[config.mk]
export PLATFORM = sky130hd
export DESIGN_NAME = dsm_front
export DESIGN_NICKNAME = d
export VERILOG_FILES = /design/src/hw/rtl/dsm_pkg.sv /design/src/hw/rtl/dsm_front.sv
export SDC_FILE = /design/constraint.sdc
export NUM_CORES = 1
export LEC_CHECK = 0
export ABC_AREA = 1
export BUFFER_PORTS_ARGS = -buffer_cell sky130_fd_sc_hd__buf_4
export CORE_AREA = 2 2 39 41
export DETAILED_ROUTE_END_ITERATION = 8
export DIE_AREA = 0 0 41 43
export PLACE_DENSITY = 0.72
export SETUP_SLACK_MARGIN = 0.4
export SLEW_MARGIN = 20
export SYNTH_ARGS = -nofsm -noshare
export SYNTH_HDL_FRONTEND = slang
export SYNTH_SLANG_ARGS = --single-unit
[constraint.sdc]
create_clock -name vclk -period 0.8
set_input_delay 0.08 -clock vclk [all_inputs]
set_output_delay 0.08 -clock vclk [all_outputs]
set_load 0.01 [all_outputs]
[src/hw/rtl/dsm_pkg.sv]
// Package for the DFA state minimizer: shared constants, codes and types.
// No dependencies; used by every module of the block except dsm_ram.
package dsm_pkg;

   localparam int MAX_STATES_DEF = 32;
   localparam int SYMBOLS_DEF    = 256;

   localparam int GROUP_W     = 32;
   localparam int GROUP_DEPTH = 32;
   localparam int GIDX_W      = 5;
   localparam int GCNT_W      = 6;
   localparam int KEY_W       = 6;
   localparam int NKEYS       = 33;
   localparam int ADDR_MAX_W  = 13;
   localparam int STATE_W     = 5;
   localparam int NCOUNT_W    = 6;
   localparam int TCNT_W      = 14;

   typedef enum logic [1:0] {
      OP_CLEAR = 2'd0,
      OP_LOAD  = 2'd1,
      OP_MARK  = 2'd2,
      OP_RUN   = 2'd3
   } op_type;

   typedef enum logic [1:0] {
      CMD_CLEAR = 2'd0,
      CMD_LOAD  = 2'd1,
      CMD_MARK  = 2'd2,
      CMD_RUN   = 2'd3
   } cmd_type;

   localparam logic [1:0] ST_OK        = 2'd0;
   localparam logic [1:0] ST_NO_ACCEPT = 2'd1;
   localparam logic [1:0] ST_NO_TRANS  = 2'd2;

   typedef struct packed {
      cmd_type                kind;
      logic [ADDR_MAX_W-1:0]  addr;
      logic [STATE_W-1:0]     state;
      logic [STATE_W-1:0]     target;
      logic [NCOUNT_W-1:0]    count;
   } cmd_entry_type;

   typedef struct packed {
      logic full;
      logic init_busy;
   } flow_type;

endpackage

[src/hw/rtl/dsm_front.sv]
// Front end: takes items off the request channel, drops out-of-range loads
// and marks, and turns the rest into queue commands. Depends on dsm_pkg.
module dsm_front import dsm_pkg::*; #(
   parameter int MAX_STATES = MAX_STATES_DEF,
   parameter int SYMBOLS    = SYMBOLS_DEF
) (
   input  logic                req_valid,
   output logic                req_stall,
   input  logic [1:0]          req_op,
   input  logic [4:0]          req_from_state,
   input  logic [7:0]          req_symbol,
   input  logic [4:0]          req_to_state,
   input  logic [5:0]          req_node_count,
   input  flow_type            flow,
   output logic                push,
   output cmd_entry_type       entry
);

   localparam int USE = (MAX_STATES < 32) ? MAX_STATES : 32;
   localparam int SW  = $clog2(USE);
   localparam int AW  = $clog2(USE * SYMBOLS);
   localparam logic [5:0]    USE_C  = 6'(USE);
   localparam logic [8:0]    SYM_C  = 9'(SYMBOLS);
   localparam logic [AW-1:0] STRIDE = AW'(SYMBOLS);

   logic          from_ok;
   logic          to_ok;
   logic          sym_ok;
   logic          keep;
   logic [AW-1:0] addr;

   assign req_stall = flow.full | flow.init_busy;

   always_comb begin
      from_ok = {1'b0, req_from_state} < USE_C;
      to_ok   = {1'b0, req_to_state} < USE_C;
      sym_ok  = {1'b0, req_symbol} < SYM_C;
      addr    = AW'(SW'(req_from_state)) * STRIDE + AW'(req_symbol);

      entry.addr   = ADDR_MAX_W'(addr);
      entry.state  = req_from_state;
      entry.target = req_to_state;
      entry.count  = (req_node_count > USE_C) ? USE_C : req_node_count;
      entry.kind   = CMD_RUN;
      keep         = 1'b1;
      case (op_type'(req_op))
         OP_CLEAR: begin
            entry.kind = CMD_CLEAR;
         end
         OP_LOAD: begin
            entry.kind = CMD_LOAD;
            keep       = from_ok & to_ok & sym_ok;
         end
         OP_MARK: begin
            entry.kind = CMD_MARK;
            keep       = from_ok;
         end
         default: begin
            entry.kind = CMD_RUN;
         end
      endcase
      push = req_valid & ~req_stall & keep;
   end

endmodule

# Word-level counts from Yosys, hierarchy flattened
# Index checks and enable logic that the tools add are counted.
word_totals:
  reg_bits: 0
  latchBits: 0
  mem_bits_rw: 0
  mem_bits_ro: 0
  input_bits: 29
  output_inout_bits: 33
  memories: 0
op_classes:
  n_addsub: 1
  n_mul: 0
  n_div: 0
  magnitude_cmp: 1
  eq_ne: 2
  n_shift: 0
  mux: 2
  bitwise: 3
  n_reduce_logical: 1
ops:
  columns: ["op", "n"]
  rows:
  - ["13-bit by 8-bit adder with 13-bit output", 1]
  - ["6-bit greater-than comparator (second input constant)", 1]
  - ["6-bit two-way mux", 1]
  - ["2-bit one-hot mux with 3 select lines", 1]
  - ["2-bit by 1-bit == test with 1-bit output (second input constant)", 1]
  - ["2-bit == test (second input constant)", 1]
  - ["2-bit logical NOT", 1]
  - ["1-bit AND", 1]
  - ["1-bit NOT", 1]
  - ["1-bit bitwise OR", 1]

# Logic depth before layout (Yosys ltp)
logic_depth:
  ltp_word: 3
  ltp_mapped: 3

# Least setup slack after synthesis
# Ideal clock, no wire load.
synth_timing:
  kind: "input -> output"
  startpoint: "input flow[0] (netlist name)"
  endpoint: "output push"
  arrival_ps: 525
  required_ps: 720
  slack_ps: 195
  stages: 2
  path_buffers: 0
  path_cell_list: "or2_1 nor2_1"
synth_via:
  elab_chain_cells: 3
synth_lines:
  columns: ["element", "line", "source"]
  rows:
  - ["from (decl)", "dsm_front.sv:14", "input flow_type flow,"]
  - ["1-bit bitwise OR", "dsm_front.sv:32", "assign req_stall = flow.full | flow.init_busy;"]
  - ["1-bit NOT", "dsm_front.sv:62", "push = req_valid & ~req_stall & keep;"]
  - ["1-bit AND", "dsm_front.sv:62", null]
  - ["to (decl)", "dsm_front.sv:15", "output logic push,"]
# No other way between the ends.

==> out/qor.yml <==
status:
  run_status: "complete, no violations"
timing:
  slew_violations: 0
  hold_viol_final: 0
  period_needed_ns: 0.7323
  setup_violations: 0
  min_period_over_period_pct: 91.54
  setup_tns_ns: 0
  rsz0062_at_grt: "yes"
  worst_pin_slew_ns: 0.1037
  max-slew-margin-rel_pct: 93.07
  timing.fmax_ghz: 1.365
grt:
  overflow: 0
  grt_pass1_vias: 199
  grt_pass1_wl_um: 724
  grt_max_degree: 7
  antenna_found_initial: 0
  grtUsageTotal_pct: 5.694
finish:
  seq_cells: 0
  area_growth_pct: 36.32
  nFillCells: 150
  drive_gt1_share_pct: 88.24
  multi_input_area_um2: 103.9
  clock_buffers: 0
  fin_nets: 65
  register_area_um2: 0
  diodes: 0
  layout.cells.non_filler: 50
synthesis:
  yosysMostFrequentCell: "buf_4"
  syn-num-nets: 71
  synth_top_area_cell: "buf_4"
  synth_top_family_by_area: "buffers and inverters"
  muxShareOfSynthArea_pct: 0
  synth_compound_area_share_pct: 5.970
  yosys.area.top_type_share_pct: 68.66
  synth_area_per_cell_um2: 5.988
  synth-simple-area-share_pct: 11.94
  netlist_top_cells_area: "buf_4 (69%), inv_1 (9.0%), nor2_1 (7.5%)"
  ys_seq_area_share_pct: 0
  syn_inst: 42
  ys_types: 7
  synth_area_um2: 251.5
  synth_fa_ha_area_share_pct: 0
  synth_xor_area_share_pct: 0
  synthTopCellsByCount: "buf_4 (23), inv_1 (6), nor2_1 (5)"
  yosys_warnings: 0
min_path:
  hp-class: "input pin to output port"
routing:
  drtPass1Iterations: 1
  vias_per_cell: 3.820
  drt_iter0_drc: 0
  wl_per_cell_um: 10.72
  wirelength_um: 536
  num_vias: 191
  ant_nets: 0
  drc: 0
clock_network:
  holdBufCountCts: 0
worst_setup_path:
  cp-start-kind: "input pin"
  crit_arrival_ns: 0.65
  cp-end-kind: "output port"
  crit_type: "input pin to output port"
  crit_slowest_cell: "a21oi_2"
  crit_buf_inv: 2
  path_cells: "buf_8 -> nor2_4 -> nand3_4 -> a21oi_2 -> buf_4"
  crit_family: "buffers and inverters"
  cpPeakStageDelay_ns: 0.13
  cp_max_fo: 3
  crit_required_ns: 0.72
job:
  cap_violations: 0
pwr:
  leakagePower_nw: 0.1592
  power.density_nw_per_um2: 494.9
  ir_worst_vdd_mv: 0.08486
floorplan:
  die_width_um: 41
  core_um2: 1384
  num_io_pins: 62
  rows: 14
  die_area_um2: 1763
  die_h_um: 43
  start_util_pct: 18.17
place:
  post-dp-hpwl_um: 437.3
  numPortBuffers: 17
  dp.cells: 49
  place_congestion: 0.6177
[where the power goes]
group / switching, mW / internal, mW / total [mW]
Sequential: 0 / 0 / 0
Clock: 0 / 0 / 0
Combinational: 0.0671 / 0.103 / 0.170
[per-stage QoR]
step	power, mW	hold slack [ns]	util, %	setup slack [ns]	instance area [µm²]
2_1_floorplan	0.1722	0.2064	-	0.2555	292.8
3_3_place_gp	0.1236	0.1601	18.54	0.04009	256.5
3_5_place_dp	0.1271	0.1601	18.54	0.01649	256.5
4_1_cts	0.1516	0.1601	22.15	0.06979	306.5
5_1_grt	0.1826	0.1600	24.77	0.04810	342.8
6_report	0.1697	0.1600	24.77	0.06766	342.8
[timing repair]
item	in CTS	in global routing
buffers inserted	1	0
setup endpoints to repair	8	8
gates resized for setup	12	11
pin swaps	6	4
[placed cells by master (no fill, tap or decap), drive strengths merged]
cell	n
a21oi	3
buf	18
inv	6
nand3	1
nor2	5
or2	1
[per-layer routing]
layer | GRT usage (%) | vias up | part of all wire (%)
li1 | - | 82 | -
met1 | 1.582 | 76 | 16
met2 | 11.25 | 23 | 53
met3 | 3.141 | 10 | 21
met4 | 6.667 | 0 | 10
met5 | 0 | - | 0
[worst paths after layout]
| path | from | end | slack [ns] | cells past startpoint |
|---|---|---|---|---|
| max | req_node_count[3] | entry[3] | 0.07 | 5 |
| min | req_to_state[3] | entry[9] | 0.16 | 0 |
[cell families after synthesis]
kind of cell    after synthesis
compound gates                3
simple gates                  7
buf+inv                      32
[layout make-up]
type,count,share of cell area (%)
timing repair buffer,18,55.84
multi-input combinational,10,30.29
inverter,6,8.029
tap,16,5.839
Note: power is estimated with default switching activity, not from simulation.
