File: src/hw/rtl/dsm_pkg.sv
// Package for the DFA state minimizer: shared constants, codes and types.
// No dependencies; used by every module of the block except dsm_ram.
package dsm_pkg;

   localparam int MAX_STATES_DEF = 32;
   localparam int SYMBOLS_DEF    = 256;

   localparam int GROUP_W     = 32;
   localparam int GROUP_DEPTH = 32;
   localparam int GIDX_W      = 5;
   localparam int GCNT_W      = 6;
   localparam int KEY_W       = 6;
   localparam int NKEYS       = 33;
   localparam int ADDR_MAX_W  = 13;
   localparam int STATE_W     = 5;
   localparam int NCOUNT_W    = 6;
   localparam int TCNT_W      = 14;

   typedef enum logic [1:0] {
      OP_CLEAR = 2'd0,
      OP_LOAD  = 2'd1,
      OP_MARK  = 2'd2,
      OP_RUN   = 2'd3
   } op_type;

   typedef enum logic [1:0] {
      CMD_CLEAR = 2'd0,
      CMD_LOAD  = 2'd1,
      CMD_MARK  = 2'd2,
      CMD_RUN   = 2'd3
   } cmd_type;

   localparam logic [1:0] ST_OK        = 2'd0;
   localparam logic [1:0] ST_NO_ACCEPT = 2'd1;
   localparam logic [1:0] ST_NO_TRANS  = 2'd2;

   typedef struct packed {
      cmd_type                kind;
      logic [ADDR_MAX_W-1:0]  addr;
      logic [STATE_W-1:0]     state;
      logic [STATE_W-1:0]     target;
      logic [NCOUNT_W-1:0]    count;
   } cmd_entry_type;

   typedef struct packed {
      logic full;
      logic init_busy;
   } flow_type;

endpackage

File: src/hw/rtl/dsm_queue.sv
// Two-entry command queue between the front end and the execution unit.
// Depends on dsm_pkg for the command type.
module dsm_queue import dsm_pkg::*; (
   input  logic          clock,
   input  logic          reset,
   input  logic          push,
   input  cmd_entry_type push_entry,
   input  logic          pop,
   output logic          head_valid,
   output cmd_entry_type head,
   output logic          full
);

   cmd_entry_type slot_ff [2];
   logic          wr_ptr_ff, wr_ptr_in;
   logic          rd_ptr_ff, rd_ptr_in;
   logic [1:0]    count_ff, count_in;

   always_comb begin
      wr_ptr_in = wr_ptr_ff ^ push;
      rd_ptr_in = rd_ptr_ff ^ pop;
      count_in  = count_ff + {1'b0, push} - {1'b0, pop};
   end

   assign head_valid = (count_ff != 2'd0);
   assign full       = (count_ff == 2'd2);
   assign head       = slot_ff[rd_ptr_ff];

   always_ff @(posedge clock) begin
      if (reset) begin
         wr_ptr_ff <= 1'b0;
         rd_ptr_ff <= 1'b0;
         count_ff  <= 2'd0;
      end else begin
         wr_ptr_ff <= wr_ptr_in;
         rd_ptr_ff <= rd_ptr_in;
         count_ff  <= count_in;
      end
      if (push) begin
         slot_ff[wr_ptr_ff] <= push_entry;
      end
   end

endmodule

File: config.mk
export PLATFORM = sky130hd
export DESIGN_NAME = dsm_queue
export DESIGN_NICKNAME = d
export VERILOG_FILES = /design/src/hw/rtl/dsm_pkg.sv /design/src/hw/rtl/dsm_queue.sv
export SDC_FILE = /design/constraint.sdc
export NUM_CORES = 1
export LEC_CHECK = 0
export ABC_CLOCK_PERIOD_IN_PS = 1380
export BUFFER_PORTS_ARGS = -buffer_cell sky130_fd_sc_hd__buf_2
export CAP_MARGIN = 15
export CORE_ASPECT_RATIO = 0.9
export CORE_MARGIN = 1.5
export CORE_UTILIZATION = 49
export CTS_BUF_LIST = sky130_fd_sc_hd__clkbuf_8
export DETAILED_ROUTE_END_ITERATION = 10
export PLACE_DENSITY = 0.78
export SYNTH_ARGS = -nofsm -noshare
export SYNTH_HDL_FRONTEND = slang
export SYNTH_SLANG_ARGS = --single-unit
File: constraint.sdc
create_clock -name clock -period 1.38 [get_ports clock]
set_input_delay 0.069 -clock clock [delete_from_list [all_inputs] [get_ports clock]]
set_output_delay 0.069 -clock clock [all_outputs]
set_load 0.05 [all_outputs]
; Word-level counts from Yosys, hierarchy flattened
; Memories as Yosys holds them, arrays and structs flattened. A register that Yosys moved wholly into a read port is not among the register bits.
; Index checks and enable logic that the tools add are counted.
[word_totals]
reg_bits = 4
ram_bits = 62
input_bits = 35
word_cells = 13
mem_count = 1
[classes]
n_addsub = 2
n_eq_ne = 1
n_mux = 3
bitwise_logic = 2
reduce_logical = 1
[mem_list]
columns = memory, words, width, read_ports, rd_clocked_by_memory_dff, write_ports, line
row1 = slot_ff, 2, 31, 1, 1, 1, dsm_queue.sv:14  ; cmd_entry_type slot_ff [2];
[op_table]
columns = cell, n
row1 = 1-bit two-way mux, 3
row2 = 2-bit by 1-bit adder with 2-bit output, 1
row3 = "2-bit == test, second input constant", 1
row4 = 2-bit nonzero test, 1
row5 = 2-bit by 1-bit subtractor with 2-bit output, 1
row6 = 1-bit bitwise XOR, 2

; Logic depth before layout (Yosys ltp)
; Gate-level depths: netlist of run 1.
[logic_depth]
ltp_word = 2
mapped_depth = 6

; Worst setup path before layout of run 1
; No wires, ideal clock.
[synth_path]
path_kind = register to register
start = register wr_ptr_ff
end = memory slot_ff[0][0] (netlist name) (enable)
t_arrival_ps = 1144
required_ps = 989
slack_ps = -155
stages_incl_launch_ff = 3
period_less_slack_ps = 1535
path_cell_list = dfxtp_1 -> inv_1 -> ha_1
[synth_lines]
columns = item, line
row1 = from (decl), dsm_queue.sv:15  ; logic wr_ptr_ff, wr_ptr_in;
row2 = from (signal assigned), dsm_queue.sv:35  ; wr_ptr_ff <= wr_ptr_in;
row3 = to (decl), dsm_queue.sv:14
; Straight into the memory's write port.

==> results of run 1 <==
==> flip-flops by register name (all words and copies together) (netlist names) <==
register	count
count_ff	2
wr_ptr_ff	1
rd_ptr_ff	1
slot_ff	62
==> report_power, final <==
part	switching (uW)	internal, uW	leakage, uW
registers	45.0	2340	0.000616
clock network	638	858	0.000110
logic	688	559	0.000819
==> repair_timing <==
item / CTS / global route
setup buffers: 1 / 0
endpoints found under the setup margin: 31 / 31
endpoints found under the hold margin: 66 / 0
cloned: 0 / 0
hold buffers: 33 / 0
gates resized for setup: 62 / 5
==> kinds of logic (layout without fill, tap and decap cells) <==
family	after synthesis	after routing
flip-flops	66	66
buffers and inverters	7	125
XOR/XNOR	2	2
adder cells (fa/ha/maj)	4	4
multiplexers	31	31
AND/OR/NAND/NOR	6	6
==> metal layers <==
layer  vias to the layer above  track usage, %
met3                        11            4.91
met1                       677            19.2
li1                        671               -
met5                         -               0
met4                         0            9.16
met2                        40            30.2
==> synth_stat cells <==
cell type	n	share of area (%)
nor2b_1	2	0.48
xnor2_1	1	0.34
buf_6	1	0.43
nor2_1	3	0.43
ha_1	4	1.9
xnor3_1	1	0.87
inv_1	3	0.43
buf_12	3	2.3
mux2_4	29	17
mux2_2	2	0.87
dfxtp_1	4	3.1
or2_2	1	0.24
edfxtp_1	62	72
==> per-stage QoR <==
| stage | std cells | hold WS (ns) |
|---|---|---|
| after floorplan | 116 | 0.136 |
| after global placement | 249 | 0.256 |
| after detailed placement | 249 | 0.260 |
| after CTS | 299 | 0.102 |
| after global routing | 299 | 0.115 |
| final | 299 | 0.120 |
==> layout make-up <==
type,instances,area (um2),share of cell area (%)
clock buffer,10,138,3.64
clock inverter,6,51.3,1.36
inverter,3,11.3,0.298
sequential,66,1950,51.4
tap,65,81.3,2.15
multi-input combinational,43,582,15.4
timing repair buffer,106,975,25.8
==> how the worst max path moves through the flow <==
stage,end,cells after the start,slack (ns)
after floorplan,slot_ff[0][0]$_DFFE_PP_,2,0.15
after global placement,head[29],3,0.23
after detailed placement,count_ff[1]$_SDFF_PP0_,6,0.16
after CTS,head[21],3,-0.10
after global routing,head[21],3,-0.1
final,head[23],3,-0.06
==> worst max-delay path, delay by kind of cell (launching register included) <==
kind                   cells  cell delay (ns)
buffers and inverters      2             0.35
flip-flops                 1             0.37
multiplexers               1             0.33
==> metrics.txt, run 1 <==
DRT iter0 DRCs between 80 and 90; post-synthesis register bit count 66; Synth Net Count ~160; WL met3 approximately 190 um; FF-to-FF Start count_ff[0]$_SDFF_PP0_; Hold/Removal Path Class in2reg; sequential element share of the synthesized area 74.9%; Required @ worst endpoint between 1 and 1.5 ns; detailed-route vias per instance around 4.7; max-capacitance violation count 0; Adder-Cell Fraction of Synth Area 1.93%; Synth Area in XOR/XNOR ~1.2%; die width 79.7 um; CTS tree yes; share of layout cells above drive strength 1 about half; DRC viols 0; main combinational cell family by area after synthesis multiplexers; std cell rows 24; Cell variety after synth 13; highest routed layer met4; Core Area 4950 um2; Reg-to-Reg End count_ff[1]$_SDFF_PP0_; Initial Utilization between 50% and 60%; final WL ~4600 um; latest clock arrival within the worst-skew pair 0.32 ns; worst-margin pin slew around 0.25 ns; Hold Fails Final Rpt 0; Worst Setup SP rd_ptr_ff$_SDFF_PP0_; Worst path slowest cell dfxtp_4; clock sinks 66; hold path depth 3; area delta synth->final 45.9%; vias in the first global route between 1,000 and 1,500; DP Area approximately 3000 um2; complex-gate fraction of the synthesized area 0%; Setup CP Type reg2out; largest net degree at the start of global routing 32; GR Util All Layers approximately 17%; Reg2Reg Depth 6; fin nets 268; RSZ-0062 raised after global routing true; first-pass GRT wire length 7010 um; placer congestion estimate just under 0.7; Peak Freq 696 MHz; crit path cell chain buf_12 > mux2_4 > buf_6; fillcell total a little over 300; dpl hpwl between 2000 and 3000 um; via count 1,399; arrival time worst endpoint 1.37 ns; Post-Syn Instances around 120; diodes inserted 0; Place WS around 0.16 ns; Syn Std Cell Area around 2600 um2; Avg WL per Cell roughly 16 um; Clk Tree Root Cell clkbuf_8; TritonCTS Buffers 9; hold_sp push; Tmin final around 1.4 ns; quantity of I/O buffers inserted on ports between 60 and 70; Tot Pwr ~5000 uW; metal1 wirelength between 1500 and 2000 um; worst setup margin -0.0573 ns; wire length on met2 ~2500 um; drt first pass iters 4; Slew Limit Fails 0; maximum vdd drop roughly 0.0012 V; H-tree levels 3; Clock Tree Buf Depth 2; final worst path period share 104%; fin area approximately 3800 um2; Worst setup SP type flop; worst-path maximum fanout 19; failing checks negative setup slack; Die Y 72.0 um; status complete, but fails checks; Detail Route Antenna Nets 0; Lkg Pwr 0.00155 uW; most frequent cells in the layout edfxtp_1, buf_2, dlygate4sd3_1, mux2_4, buf_6; fin util between 70% and 80%; Mean Syn Cell Area between 20 and 25 um2; I/O pin total roughly 70; simple-gate portion of the synthesized area 1.16%; Worst-path clk slew around 0.07 ns; CP peak stage delay ~0.37 ns; full die area roughly 5700 um2; Rel. slew slack between 80% and 90%; Fin Setup TNS -0.935 ns; hold endpoint wr_ptr_ff$_SDFF_PP0_; Critical Path Sink Type output port; total grt overflow 0; synth warn 0; Setup Skew 0.00608 ns; worst reg-to-reg setup slack approximately 0.17 ns; number of setup violations in the final report 31; initial antenna violation count 0; PD cells between 1000 and 1500 nW/um2; most common cell after layout, fill and taps aside edfxtp_1; mux contribution to synthesized area between 10% and 20%
No activity file was read; power rests on OpenSTA's default activity.
==> inputs of run 2 (changes only) <==
--- a/config.mk
+++ b/config.mk
@@ -5,11 +5,10 @@
 export SDC_FILE = /design/constraint.sdc
 export NUM_CORES = 1
 export LEC_CHECK = 0
-export ABC_CLOCK_PERIOD_IN_PS = 1380
+export ABC_CLOCK_PERIOD_IN_PS = 1240
 export BUFFER_PORTS_ARGS = -buffer_cell sky130_fd_sc_hd__buf_2
 export CAP_MARGIN = 15
 export CORE_ASPECT_RATIO = 0.9
-export CORE_MARGIN = 1.5
 export CORE_UTILIZATION = 49
 export CTS_BUF_LIST = sky130_fd_sc_hd__clkbuf_8
 export DETAILED_ROUTE_END_ITERATION = 10
==> constraint.sdc (replaced) <==
create_clock -name clock -period 1.24 [get_ports clock]
set_input_delay 0.062 -clock clock [delete_from_list [all_inputs] [get_ports clock]]
set_output_delay 0.062 -clock clock [all_outputs]
set_load 0.05 [all_outputs]
==> metrics.txt, run 2 (same netlist as run 1, synthesis figures left out) <==
std cell rows 24; area delta synth->final 49.4%; Clock Tree Buf Depth 2; drt first pass iters 4; worst setup margin -0.248 ns; Slew Limit Fails 0; die width a little under 80 um; Hold Fails Final Rpt 0; placer congestion estimate roughly 0.64; fillcell total about 290; most common cell after layout, fill and taps aside edfxtp_1; hold path depth 3; fin util ~78%; CTS tree yes; Initial Utilization between 50% and 60%; area of the multi-input gates 597 um2; Die Y 71.0 um; clock sinks 66; Setup Skew between 0.003 and 0.004 ns; most frequent cells in the layout edfxtp_1, dlygate4sd3_1, buf_2, mux2_4, buf_6; fin nets about 270; DRC viols 0; final worst path period share 120%; RSZ-0062 raised after global routing true; Avg WL per Cell 17.0 um; first-pass GRT wire length 7780 um; Largest regs slot_ff (62), count_ff (2); Setup CP Type reg2out; WP depth 3; PD cells between 1000 and 1500 nW/um2; failing checks negative setup slack; arrival time worst endpoint 1.43 ns; Place WS roughly 0.033 ns; Worst-path clk slew approximately 0.07 ns; max-capacitance violation count 0; number of standard cells in the final layout excluding fillers 303; Lkg Pwr 0.00156 uW; Critical Path Sink Type output port; DRT iter0 DRCs 90; Fin Hold WS between 0.1 and 0.15 ns; Hold/Removal Path Class in2reg; number of setup violations in the final report 31; dpl hpwl roughly 2800 um; maximum vdd drop ~0.0010 V; CP peak stage delay ~0.44 ns; share of layout cells above drive strength 1 54.2%; Clk Tree Root Cell clkbuf_8; crit path cell chain buf_12 > mux2_4 > buf_8; max FFs per register 62; H-tree levels 3; total grt overflow 0; via count approximately 1,500; worst-margin pin slew ~0.2 ns; Peak Freq between 600 and 700 MHz; diodes inserted 0; I/O pin total 68; full die area between 5000 and 6000 um2; Worst path slowest cell dfxtp_4; GR Util All Layers between 10% and 20%; worst path bufs/invs 2; Required @ worst endpoint 1.18 ns; Worst setup SP type flop; CP top delay family flip-flops; Reg2Reg Depth 5; Register Area 1950 um2; TritonCTS Buffers 9; Rel. slew slack 86.6%; dpl cells 251; Core Area between 4000 and 5000 um2; final WL just over 5000 um; Tot Pwr about 5600 uW; initial antenna violation count 0; Detail Route Antenna Nets 0; vias in the first global route ~1,600; status complete, but fails checks; largest net degree at the start of global routing 18; worst-path maximum fanout 10; detailed-route vias per instance between 4 and 5; Reg with most FFs slot_ff; latest clock arrival within the worst-skew pair between 0.3 and 0.4 ns; Tmin final 1.49 ns; quantity of I/O buffers inserted on ports between 60 and 70
==> run 2: cell count changes in the layout (fill, tap and decap cells not counted), sizes merged <==
cell,delta
clkinvlp,+1
bufinv,-1
buf,+2
clkbuf,+1
inv,-2
clkinv,+3
==> run 2: layout make-up <==
cell class	instances	share of cell area [%]
clock buffer	9	3.20
clock inverter	7	0.969
inverter	3	0.291
multi-input combinational	43	15.4
timing repair buffer	110	27.8
sequential	66	50.2
tap	65	2.10
==> run 2: worst register-to-register path: stages, from the launching register on <==
cell and delay, ns:
dfxtp_2 0.35, inv_2 0.05, ha_4 0.25, inv_1 0.04, ha_2 0.30, nor2b_1 0.11
==> run 2: what timing repair did <==
| action | 4_1_cts | 5_1_grt |
|---|---|---|
| pin swaps | 0 | 1 |
| resized for setup | 66 | 12 |
| endpoints found under the hold margin | 66 | 0 |
| hold buffers | 33 | 0 |
| gates cloned | 1 | 1 |
| endpoints found under the setup margin | 32 | 35 |
| setup buffers | 1 | 1 |
==> run 2: worst paths after layout <==
| path | startpoint | endpoint | slack [ns] |
|---|---|---|---|
| setup / recovery | rd_ptr_ff$_SDFF_PP0_ | head[4] | -0.25 |
| hold reg to reg | wr_ptr_ff$_SDFF_PP0_ | wr_ptr_ff$_SDFF_PP0_ | 0.58 |
| hold / removal | push | wr_ptr_ff$_SDFF_PP0_ | 0.10 |
| setup reg to reg | count_ff[0]$_SDFF_PP0_ | count_ff[0]$_SDFF_PP0_ | 0.08 |
==> run 2: stage by stage <==
stage / setup TNS [ns] / instance area [um2]
detailed placement: 0 / 3070
global placement: 0 / 3070
global route: -8.10 / 3870
CTS: -6.66 / 3800
floorplan: 0 / 2600
finish: -6.90 / 3870
==> run 2: per-layer routing <==
layer / part of all wire [%] / GRT usage (%) / up-vias
li1: - / - / 683
met1: 38 / 21.2 / 723
met2: 55 / 35.7 / 58
met3: 5.6 / 5.68 / 6
met4: 1.1 / 9.47 / 0
met5: 0 / 0 / -
==> run 2: power breakdown <==
| part | internal [uW] | switching (uW) | total (uW) |
|---|---|---|---|
| registers | 2600 | 62.2 | 2660 |
| clock network | 700 | 796 | 1500 |
| logic | 702 | 789 | 1490 |
| total | 4000 | 1650 | 5650 |
